$ cat src/design/tcw_pkg.sv
`timescale 1ns / 1ps
`default_nettype none

package tcw_pkg;

   localparam logic [1:0] CMD_WRITE = 2'd0;
   localparam logic [1:0] CMD_SETCUR = 2'd1;
   localparam logic [1:0] CMD_READ = 2'd2;
   localparam logic [1:0] CMD_CLEAR = 2'd3;

   localparam logic [7:0] CH_BS = 8'd8;
   localparam logic [7:0] CH_TAB = 8'd9;
   localparam logic [7:0] CH_LF = 8'd10;
   localparam logic [7:0] CH_CR = 8'd13;
   localparam logic [7:0] CH_BLANK = 8'd32;

   localparam logic [1:0] REG_CHAR_ATTR = 2'd0;
   localparam logic [1:0] REG_FILL_ATTR = 2'd1;
   localparam logic [1:0] REG_TAB_WIDTH = 2'd2;

   localparam logic [7:0] CHAR_ATTR_RESET = 8'd7;
   localparam logic [7:0] FILL_ATTR_RESET = 8'd7;
   localparam logic [3:0] TAB_WIDTH_RESET = 4'd4;

   typedef logic [3:0] op_type;

   localparam op_type OP_NONE = 4'd0;
   localparam op_type OP_LATCH = 4'd1;
   localparam op_type OP_SETCUR = 4'd2;
   localparam op_type OP_RDCELL = 4'd3;
   localparam op_type OP_SWEEP_CLR = 4'd4;
   localparam op_type OP_CLEAR_START = 4'd5;
   localparam op_type OP_COPY = 4'd6;
   localparam op_type OP_FILL = 4'd7;
   localparam op_type OP_LASTROW = 4'd8;
   localparam op_type OP_NEWLINE = 4'd9;
   localparam op_type OP_PUT = 4'd10;
   localparam op_type OP_BS_DEC = 4'd11;
   localparam op_type OP_BS_RD = 4'd12;
   localparam op_type OP_BS_WR = 4'd13;
   localparam op_type OP_TAB_LOAD = 4'd14;
   localparam op_type OP_RSP = 4'd15;

   typedef struct packed {
      op_type op;
      logic   put_blank;
      logic   fill_init;
   } dp_cmd_type;

   typedef struct packed {
      logic [1:0] command;
      logic [7:0] char_code;
      logic       at_end;
      logic       last_row;
      logic       cur_zero;
      logic       copy_last;
      logic       fill_last;
      logic       tab_zero;
      logic       rsp_free;
   } dp_status_type;

endpackage

`default_nettype wire

$ cat src/design/tcw_ctrl.sv
`timescale 1ns / 1ps
`default_nettype none

module tcw_ctrl (
   input  wire                         clock,
   input  wire                         reset,
   input  wire                         req_tvalid,
   output logic                        req_tready,
   output tcw_pkg::dp_cmd_type         dp_cmd,
   input  wire tcw_pkg::dp_status_type dp_status
);
   import tcw_pkg::*;

   localparam logic [3:0] S_INIT = 4'd0;
   localparam logic [3:0] S_INITFILL = 4'd1;
   localparam logic [3:0] S_IDLE = 4'd2;
   localparam logic [3:0] S_CMD = 4'd3;
   localparam logic [3:0] S_CLRFILL = 4'd4;
   localparam logic [3:0] S_CHAR = 4'd5;
   localparam logic [3:0] S_BSRD = 4'd6;
   localparam logic [3:0] S_BSWR = 4'd7;
   localparam logic [3:0] S_TAB = 4'd8;
   localparam logic [3:0] S_COPY = 4'd9;
   localparam logic [3:0] S_SFILL = 4'd10;
   localparam logic [3:0] S_SEND = 4'd11;
   localparam logic [3:0] S_DONE = 4'd12;

   logic [3:0] state_ff, state_in;
   logic [3:0] ret_ff, ret_in;

   assign req_tready = (state_ff == S_IDLE);

   always_comb begin
      state_in = state_ff;
      ret_in = ret_ff;
      dp_cmd = '0;
      case (state_ff)
         S_INIT: begin
            dp_cmd.op = OP_SWEEP_CLR;
            state_in = S_INITFILL;
         end
         S_INITFILL: begin
            dp_cmd.op = OP_FILL;
            dp_cmd.fill_init = 1'b1;
            if (dp_status.fill_last) begin
               state_in = S_IDLE;
            end
         end
         S_IDLE: begin
            if (req_tvalid) begin
               dp_cmd.op = OP_LATCH;
               state_in = S_CMD;
            end
         end
         S_CMD: begin
            case (dp_status.command)
               CMD_WRITE: begin
                  if (dp_status.at_end) begin
                     dp_cmd.op = OP_SWEEP_CLR;
                     ret_in = S_CHAR;
                     state_in = S_COPY;
                  end else begin
                     state_in = S_CHAR;
                  end
               end
               CMD_SETCUR: begin
                  dp_cmd.op = OP_SETCUR;
                  state_in = S_DONE;
               end
               CMD_READ: begin
                  dp_cmd.op = OP_RDCELL;
                  state_in = S_DONE;
               end
               default: begin
                  dp_cmd.op = OP_CLEAR_START;
                  state_in = S_CLRFILL;
               end
            endcase
         end
         S_CLRFILL: begin
            dp_cmd.op = OP_FILL;
            if (dp_status.fill_last) begin
               state_in = S_DONE;
            end
         end
         S_CHAR: begin
            case (dp_status.char_code)
               CH_LF: begin
                  state_in = S_DONE;
               end
               CH_CR: begin
                  if (dp_status.last_row) begin
                     dp_cmd.op = OP_SWEEP_CLR;
                     ret_in = S_DONE;
                     state_in = S_COPY;
                  end else begin
                     dp_cmd.op = OP_NEWLINE;
                     state_in = S_DONE;
                  end
               end
               CH_BS: begin
                  if (dp_status.cur_zero) begin
                     state_in = S_DONE;
                  end else begin
                     dp_cmd.op = OP_BS_DEC;
                     state_in = S_BSRD;
                  end
               end
               CH_TAB: begin
                  dp_cmd.op = OP_TAB_LOAD;
                  state_in = S_TAB;
               end
               default: begin
                  dp_cmd.op = OP_PUT;
                  state_in = S_DONE;
               end
            endcase
         end
         S_BSRD: begin
            dp_cmd.op = OP_BS_RD;
            state_in = S_BSWR;
         end
         S_BSWR: begin
            dp_cmd.op = OP_BS_WR;
            state_in = S_DONE;
         end
         S_TAB: begin
            if (dp_status.tab_zero) begin
               state_in = S_DONE;
            end else if (dp_status.at_end) begin
               dp_cmd.op = OP_SWEEP_CLR;
               ret_in = S_TAB;
               state_in = S_COPY;
            end else begin
               dp_cmd.op = OP_PUT;
               dp_cmd.put_blank = 1'b1;
            end
         end
         S_COPY: begin
            dp_cmd.op = OP_COPY;
            if (dp_status.copy_last) begin
               state_in = S_SFILL;
            end
         end
         S_SFILL: begin
            dp_cmd.op = OP_FILL;
            if (dp_status.fill_last) begin
               state_in = S_SEND;
            end
         end
         S_SEND: begin
            dp_cmd.op = OP_LASTROW;
            state_in = ret_ff;
         end
         S_DONE: begin
            if (dp_status.rsp_free) begin
               dp_cmd.op = OP_RSP;
               state_in = S_IDLE;
            end
         end
         default: begin
            state_in = S_INIT;
         end
      endcase
   end

   always_ff @(posedge clock) begin
      if (reset) begin
         state_ff <= S_INIT;
         ret_ff <= S_DONE;
      end else begin
         state_ff <= state_in;
         ret_ff <= ret_in;
      end
   end

endmodule

`default_nettype wire

$ cat config.mk
export PLATFORM = sky130hd
export DESIGN_NAME = tcw_ctrl
export DESIGN_NICKNAME = d
export VERILOG_FILES = /design/src/design/tcw_pkg.sv /design/src/design/tcw_ctrl.sv
export SDC_FILE = /design/constraint.sdc
export NUM_CORES = 1
export LEC_CHECK = 0
export BUFFER_PORTS_ARGS = -buffer_cell sky130_fd_sc_hd__buf_2
export CAP_MARGIN = 0
export CELL_PAD_IN_SITES_DETAIL_PLACEMENT = 1
export CELL_PAD_IN_SITES_GLOBAL_PLACEMENT = 2
export CORE_UTILIZATION = 30
export CTS_CLUSTER_DIAMETER = 100
export CTS_CLUSTER_SIZE = 12
export DETAILED_ROUTE_END_ITERATION = 16
export PLACE_DENSITY_LB_ADDON = 0.1
export SLEW_MARGIN = 20
export SYNTH_ARGS = -nofsm -noshare
export SYNTH_HDL_FRONTEND = slang
export SYNTH_SLANG_ARGS = --single-unit
$ cat constraint.sdc
create_clock -name clock -period 4.18 [get_ports clock]
set_clock_uncertainty 0.1 [all_clocks]
set_input_delay 0.209 -clock clock [delete_from_list [all_inputs] [get_ports clock]]
set_output_delay 0.209 -clock clock [all_outputs]
set_load 0.1 [all_outputs]
==> results of run 1 <==
## routing by layer
| layer | GRT usage (%) | vias up |
|---|---|---|
| met1 | 28.2 | 562 |
| met5 | 0 | - |
| met4 | 4.32 | 0 |
| li1 | - | 584 |
| met3 | 2.18 | 2 |
| met2 | 35.5 | 16 |
## report_power, final
part,leakage (nW),switching (W),internal (W)
Combinational,0.400,0.000444,0.000164
Sequential,0.0571,0.0000863,0.0000818
Clock,0.0150,0.0000236,0.0000363
## registers in the layout, summed over array words and instances (netlist names)
name and flops:
state_ff 4, ret_ff 3
## cells in the final DEF (no fill, tap or decap), types with 4 or more instances in the layout
cell     instances
buf_2           26
a21oi_1         15
nand2_1         14
nor2_1          11
inv_1            9
dfxtp_1          7
nor3_1           5
or4b_1           4
o31ai_1          4
o21ai_0          4
or3_1            4
ha_1             4
## layout make-up
cell class / instances / area share [%]
sequential: 7 / 12.1
clock buffer: 4 / 2.27
tap: 44 / 4.76
timing repair buffer: 26 / 11.2
inverter: 9 / 2.92
multi-input combinational: 116 / 66.7
## critical path, delay by kind of cell (launching register included)
family,cells,cell delay [ps]
and+or+nand+nor,1,440
buffers and inverters,2,620
DFF,1,860
AOI/OAI and AO/OA,2,440
## cell usage after synthesis, types with 4 or more instances
master	n	area share, %
nor2_1	11	4.2
inv_1	9	3.4
ha_1	4	5.0
a21oi_1	15	7.5
o31ai_1	4	3.0
or4b_1	4	4.0
dfxtp_1	7	14
nand2_1	14	5.3
or3_1	4	2.5
nor3_1	6	3.0
o21ai_0	4	2.0
buf_2	7	3.5
## per-stage QoR
step                      area, sq um  power, W  hold WS [ps]
after floorplan                  1000  0.000672           178
after global placement           1130  0.000767           358
after detailed placement         1130  0.000775           367
after CTS                        1160  0.000839           104
after global routing             1160  0.000888           122
final                            1160  0.000836           112
## cells by family (layout without fill, tap and decap cells)
family	count (synthesis)	count (layout)
adder cells (fa/ha/maj)	4	4
flip-flops	7	7
AND/OR/NAND/NOR	64	64
buffers and inverters	18	39
multiplexers	1	1
AO/OA/AOI/OAI	47	47
## worst paths after layout
| check | start | endpoint | slack [ps] | cells after the start |
|---|---|---|---|---|
| max | state_ff[3] | dp_cmd[4] | 1260 | 5 |
| min | reset | state_ff[3] | 110 | 2 |
| max reg2reg | state_ff[2] | state_ff[3] | 1670 | 5 |
| min reg2reg | ret_ff[0] | ret_ff[0] | 380 | 1 |
==> impl_metrics.tcl, run 1 <==
set metrics [dict create \
    status "completed" \
    cts_setup_buffers 0 \
    hp-class "input pin to flop" \
    postLayoutCoreUtil_pct 37.3 \
    muxShareOfSynthArea_pct 1.01 \
    via_count 1164 \
    overflow 0 \
    worst_slew_pin_slew_ps 903 \
    synthXorXnorAreaFrac_pct 0 \
    grt_max_degree 31 \
    synth_warnings 0 \
    placed_cells 202 \
    synth-main-ff-cell "dfxtp_1" \
    cts_max_path_buffers 2 \
    yosys_register_bits 7 \
    endpoint_kind "output pin" \
    cts_root_buf "clkbuf_4" \
    synth_fa_ha_area_share_pct 5.03 \
    netlist_area_sq_um 995 \
    dp_slack_ps 1540 \
    numClockSinks 7 \
    maxSlewViolCount 0 \
    clock_latency_ps 240 \
    core_sq_um 3100 \
    die_y_microns 59.6 \
    final_hold_viol_count 0 \
    dr.first_iter.drc_count 73 \
    synth-edff-count 0 \
    postRouteAntennaNets 0 \
    post-dp-hpwl_microns 2550 \
    cts_buffers 3 \
    clkTransAtPathRegs_ps 50 \
    grt_util_all_layers_pct 20.8 \
    met1_length_microns 1620 \
    tritoncts "yes" \
    start_kind "flop" \
    slew_headroom_pct 39.7 \
    die_area_sq_um 3550 \
    wl_per_cell_microns 15.9 \
    grt_pass1_vias 1192 \
    drc 0 \
    antenna_found_initial 0 \
    h-tree-depth 1 \
    critPathSlowestCell "dfxtp_1" \
    std_cell_rows 20 \
    top_layer_used "met4" \
    routed_wl_microns 3280 \
    seq_area_sq_um 140 \
    worstPathMaxFanout 26 \
    synth_cell_type_count 48 \
    setup_slack_ps 1260 \
    cts-resized-gates 0 \
    dr.pass1.iters 4 \
    gp_congestion 0.832 \
    path_cells "inv_1 > o211ai_1 > a21o_1 > or4b_1 > buf_2" \
    grt_first_pass_wirelength_microns 5590 \
    synth_compound_area_share_pct 32.2 \
    fillers 431 \
    post-route-min-period_ps 2920 \
    cp.arrival_ps 2610 \
    synthSimpleGateAreaFrac_pct 38.9 \
    drive_gt1_share_pct 22.2 \
    critPathRequiredTime_ps 3870 \
    async_reset_ff_share_pct 0 \
    initial_core_util_pct 32.1 \
    synth_top_family_by_area "simple AND/OR/NAND/NOR gates" \
    wl_met3_microns 68 \
    fin_cells 206 \
    rsz0062_at_grt "false" \
    yosysSeqAreaShare_pct 14.1 \
    powerDensity_nw_per_um2 722 \
    setup_tns_ps 0 \
    multiInputGateArea_sq_um 772 \
    n_antenna_cell 0 \
    vias_per_cell 5.65 \
    cpPeakStageDelay_ps 860 \
    port_buffers 26 \
    max_freq_ghz 0.342 \
    avgSynthCellArea_sq_um 7.05 \
    syn_to_final_growth_pct 16.4 \
    wl_met2_microns 1570 \
    syn_nets 165 \
    ios 27 \
    leakagePower_nw 0.473 \
    setup_viol 0 \
    min_period_over_period_pct 69.9 \
    layout.nets 187 \
    syn_inst 141 \
    cts_hold_buf 0 \
    ir_worst_vdd_mv 0.193 \
    die-width_microns 59.6 \
    critPathKind "flop to output pin" \
    drv_cap 0 \
]
Note: power is estimated with default switching activity, not from simulation.
==> run 2, diff against run 1 <==
CORE_UTILIZATION = 28   (was 30)
clock period = 2.9 ns   (was 4.18 ns; I/O delays follow)
==> run 2 against run 1 <==
- core utilization fell by 1.3 points
- sequential cell count is the same
- clock power rose by 50%
- worst setup slack got worse by 880 ps
- critical path depth grew 1
- design area up 4.6%
- via count up 2.7%
- largest power group unchanged
==> impl_metrics.tcl, run 2 (synthesis gave the netlist of run 1 again) <==
set metrics [dict create \
    cts_root_buf "clkbuf_4" \
    dp_slack_ps 367 \
    cts_buffers 3 \
    syn_to_final_growth_pct 21.8 \
    critPathRequiredTime_ps 2650 \
    clock_latency_ps 250 \
    post-route-min-period_ps 2530 \
    ios 27 \
    endpoint_kind "output pin" \
    grt_util_met3_pct 3.78 \
    final_common_cell "buf_2" \
    core_sq_um 3360 \
    gp_congestion 0.743 \
    h-tree-depth 1 \
    std_cell_rows 21 \
    dr.pass1.iters 4 \
    cp.arrival_ps 2280 \
    wl_per_cell_microns 15.9 \
    vias_per_cell 5.64 \
    grt_util_all_layers_pct 19.6 \
    grt-busiest-layer "met2" \
    cts_hold_buf 0 \
    die-width_microns 61.6 \
    setup_slack_ps 372 \
    cts_setup_buffers 0 \
    final_hold_viol_count 0 \
    dr.first_iter.drc_count 69 \
    postRouteAntennaNets 0 \
    die_y_microns 61.6 \
    use_met1_pct 27.3 \
    rsz0062_at_grt "false" \
    grt_pass1_vias 1115 \
    setup_viol 0 \
    min_period_over_period_pct 87.2 \
    layout.nets 191 \
    largestRegisters "state_ff (4), ret_ff (3)" \
    critPathSlowestCell "dfxtp_2" \
    numClockSinks 7 \
    cp_top_family "simple AND/OR/NAND/NOR gates" \
    drc 0 \
    cts_max_path_buffers 2 \
    hp-class "input pin to flop" \
    critPathKind "flop to output pin" \
    fin_hold_ws_ps 25.4 \
    antenna_found_initial 0 \
    die_area_sq_um 3790 \
    powerDensity_nw_per_um2 1030 \
    maxSlewViolCount 0 \
    slew_headroom_pct 54.0 \
    cp.buffers_inverters 1 \
    final_cell_mix "26 x buf_2, 15 x a21oi_1, 14 x nand2_1" \
    worst_slew_pin_slew_ps 683 \
    path_cells "nand2b_1 > or3b_1 > a21oi_1 > nor2_1 > o311ai_2 > buf_2" \
    clkTransAtPathRegs_ps 50 \
    drv_cap 0 \
    top_register "state_ff" \
    grt_first_pass_wirelength_microns 5370 \
    routed_wl_microns 3370 \
    initial_core_util_pct 29.6 \
    largest_reg_flops 4 \
    status "completed" \
    ir_worst_vdd_mv 0.311 \
    n_antenna_cell 0 \
    cpPeakStageDelay_ps 560 \
    worstPathMaxFanout 22 \
    post-dp-hpwl_microns 2700 \
    grt_use_met2_pct 32.0 \
    setup_tns_ps 0 \
    grt_max_degree 23 \
    port_buffers 26 \
    drive_gt1_share_pct 25.9 \
    tritoncts "yes" \
    overflow 0 \
    leakagePower_nw 0.503 \
    max_freq_ghz 0.396 \
    start_kind "flop" \
    via_count 1195 \
]
-- run 2: cell type report --
cell class / instances / area [sq um]
Sequential cell: 7 / 141
Clock buffer: 4 / 26.3
Timing Repair Buffer: 30 / 160
Fill cell: 452 / 2150
Tap cell: 46 / 57.6
Multi-Input combinational cell: 116 / 792
Inverter: 9 / 33.8
-- run 2: final timing paths --
kind | start | to | slack, ps | cells after the start
max reg2reg | state_ff[2] | state_ff[3] | 690 | 6
min reg2reg | ret_ff[0] | ret_ff[0] | 380 | 1
min | reset | state_ff[0] | 30 | 2
max | state_ff[0] | dp_cmd[5] | 370 | 6
-- run 2: stage by stage --
| stage | total power [W] | util (%) | cell area [sq um] | cells |
|---|---|---|---|---|
| after floorplan | 0.000980 | - | 1020 | 141 |
| after global routing | 0.00134 | 36.0 | 1210 | 212 |
| after CTS | 0.00126 | 36.0 | 1210 | 212 |
| after global placement | 0.00115 | 35.2 | 1180 | 208 |
| after detailed placement | 0.00116 | 35.2 | 1180 | 208 |
| final | 0.00124 | 36.0 | 1210 | 212 |
-- run 2: metal layers --
layer	up-vias	share of wire [%]
met5	-	0
met4	0	0.27
met3	2	2.1
met2	15	50
met1	588	48
li1	590	-
-- run 2: worst reg2reg max path, cell delays in order, from the launching register on --
cell	delay [ps]
dfxtp_1	550
buf_4	300
or3b_1	140
a211oi_1	70
nor4_1	630
o31ai_1	180
a21oi_1	170
-- run 2: report_power, final --
group	switching, W	leakage (nW)	internal [W]
logic	0.000687	0.431	0.000262
registers	0.0000860	0.0573	0.000120
clock network	0.0000372	0.0150	0.0000526
total	0.000811	0.503	0.000434
-- run 2: repair_timing --
item | 4_1_cts | 5_1_grt
endpoints found under the hold margin | 0 | 0
resized for setup | 0 | 1
setup endpoints to repair | 0 | 2
==> run 3, diff against run 2 <==
--- a/config.mk
+++ b/config.mk
@@ -8,7 +8,7 @@
 export BUFFER_PORTS_ARGS = -buffer_cell sky130_fd_sc_hd__buf_2
 export CAP_MARGIN = 0
-export CELL_PAD_IN_SITES_DETAIL_PLACEMENT = 1
-export CELL_PAD_IN_SITES_GLOBAL_PLACEMENT = 2
-export CORE_UTILIZATION = 28
+export CELL_PAD_IN_SITES_DETAIL_PLACEMENT = 0
+export CELL_PAD_IN_SITES_GLOBAL_PLACEMENT = 1
+export CORE_UTILIZATION = 30
 export CTS_CLUSTER_DIAMETER = 100
 export CTS_CLUSTER_SIZE = 12
==> constraint.sdc (replaced) <==
create_clock -name clock -period 2.9 [get_ports clock]
set_clock_uncertainty 0.1 [all_clocks]
set_input_delay 0.58 -clock clock [delete_from_list [all_inputs] [get_ports clock]]
set_output_delay 0.58 -clock clock [all_outputs]
set_load 0.1 [all_outputs]
==> run 3 against run 2 <==
- fmax fell by 10%
- core utilization rose by 7.8 points
- largest power group unchanged
- via count rose by 3.3%
- design area rose by 12%
==> impl_metrics.tcl, run 3 (synthesis gave the netlist of run 1 again) <==
set metrics [dict create \
    grt_max_degree 15 \
    syn_to_final_growth_pct 36.6 \
    clkTransAtPathRegs_ps 50 \
    h-tree-depth 1 \
    worstPathMaxFanout 11 \
    multiInputGateArea_sq_um 812 \
    std_cell_rows 20 \
    grt_util_met3_pct 3.06 \
    ir_worst_vdd_mv 0.297 \
    leakagePower_nw 0.562 \
    use_met1_pct 26.4 \
    finish.instance_area_sq_um 1360 \
    r2r_end "state_ff[2]" \
    overflow 0 \
    comb_power_share_pct 81.2 \
    start_kind "flop" \
    core_sq_um 3100 \
    cts_buffers 3 \
    drive_gt1_share_pct 31.2 \
    powerDensity_nw_per_um2 1070 \
    clkPwrFrac_pct 6.0 \
    clock_latency_ps 250 \
    tritoncts "yes" \
    dr.pass1.iters 4 \
    fin_hold_ws_ps 402 \
    switchingPower_w 0.000840 \
    worstHoldStart "ret_ff[3]" \
    p_seq_share_pct 12.9 \
    post-dp-hpwl_microns 2600 \
    max_freq_ghz 0.356 \
    port_buffers 26 \
    ios 27 \
    die_y_microns 59.6 \
    drc 0 \
    die_area_sq_um 3550 \
    swShare_pct 58.0 \
    dpl_cell_area_sq_um 1330 \
    critPathRequiredTime_ps 2220 \
    die-width_microns 59.6 \
    gp_congestion 0.952 \
    n_antenna_cell 0 \
    dr.first_iter.drc_count 49 \
    cp.arrival_ps 2130 \
    routed_wl_microns 3200 \
    final_hold_viol_count 0 \
    grt_use_met2_pct 31.1 \
    r2r_start "state_ff[3]" \
    maxSlewViolCount 0 \
    layout.nets 198 \
    top_register "state_ff" \
    drv_cap 0 \
    cts_setup_buffers 0 \
    finalPower_w 0.00145 \
    postRouteAntennaNets 0 \
    initial_core_util_pct 32.1 \
    hp-class "flop to flop" \
    setup_tns_ps 0 \
    rsz0062_at_grt "false" \
    cts_hold_buf 0 \
    final_cell_mix "21 x buf_2, 15 x a21oi_1, 14 x nand2_1" \
    wl_per_cell_microns 14.7 \
    min_period_over_period_pct 96.9 \
    grt_first_pass_wirelength_microns 5180 \
    grt_util_all_layers_pct 19.2 \
    p_int_w 0.000608 \
    largest_reg_flops 4 \
    r2r_slack_ps 650 \
    status "completed" \
    cts-resized-gates 0 \
    seq_area_sq_um 144 \
    grt-busiest-layer "met2" \
    worst_slew_pin_slew_ps 713 \
    via_count 1235 \
    largestRegisters "state_ff (4), ret_ff (3)" \
    cts_root_buf "clkbuf_4" \
    whs_path_depth 2 \
    vias_per_cell 5.69 \
    post-route-min-period_ps 2810 \
    cts_max_path_buffers 2 \
    endpoint_kind "output pin" \
    antenna_found_initial 0 \
    setup_viol 0 \
    fillers 349 \
    grt_pass1_vias 1081 \
    numClockSinks 7 \
    holdPathEnd "ret_ff[3]" \
    slew_headroom_pct 52.0 \
    final_common_cell "buf_2" \
    reg2regPathDepth 6 \
    critPathKind "flop to output pin" \
]
-- run 3: cell count changes in the layout (fill, tap and decap cells not counted) --
cell       delta
buf_4         +7
buf_12        +5
buf_2         -5
dfxtp_1       -2
dfxtp_2       +2
nor2_1        -1
nor2_2        +1
o2111ai_2     -1
o2111ai_4     +1
o221ai_1      -1
o221ai_2      +1
-- run 3: cell type report --
type	count	share of cell area, %
Timing Repair Buffer	37	21.2
Clock buffer	4	1.93
Sequential cell	7	10.6
Multi-Input combinational cell	116	59.8
Inverter	9	2.49
Tap cell	44	4.05
-- run 3: worst max-delay path, stage by stage, from the launching register on --
cell      delay, ps
dfxtp_1         550
and4bb_2        290
nand2_1         140
o22ai_1         120
or4b_1          580
buf_12          200
-- run 3: how the worst max path moves through the flow --
stage / endpoint / start / cells past startpoint
finish: dp_cmd[4] / state_ff[3] / 5
global route: dp_cmd[4] / state_ff[3] / 5
CTS: dp_cmd[4] / state_ff[1] / 5
detailed placement: dp_cmd[4] / dp_status[15] / 8
global placement: dp_cmd[4] / dp_status[15] / 8
floorplan: dp_cmd[5] / dp_status[12] / 4
-- run 3: power groups by stage --
stage               Combinational [W]   Clock, W  Sequential [W]
floorplan                    0.000871          0        0.000134
finish                        0.00118  0.0000868        0.000186
detailed placement            0.00117          0        0.000182
global route                  0.00124  0.0000997        0.000192
global placement              0.00117          0        0.000183
CTS                           0.00117  0.0000912        0.000180
-- run 3: stage by stage --
| stage | utilization (%) | setup slack (ps) | instances |
|---|---|---|---|
| 2_1_floorplan | - | -431 | 141 |
| 3_3_place_gp | 42.8 | 181 | 213 |
| 3_5_place_dp | 42.8 | 121 | 213 |
| 4_1_cts | 43.7 | 34.7 | 217 |
| 5_1_grt | 43.8 | 2.07 | 217 |
| 6_report | 43.8 | 90.6 | 217 |
-- run 3: layer usage --
layer  routed length, microns  up-vias  share of wire, %
met1                     1450      582                45
met4                       12        0              0.38
met5                        0        -                 0
met3                      207        2               6.5
met2                     1530       51                48
li1                         -      600                 -
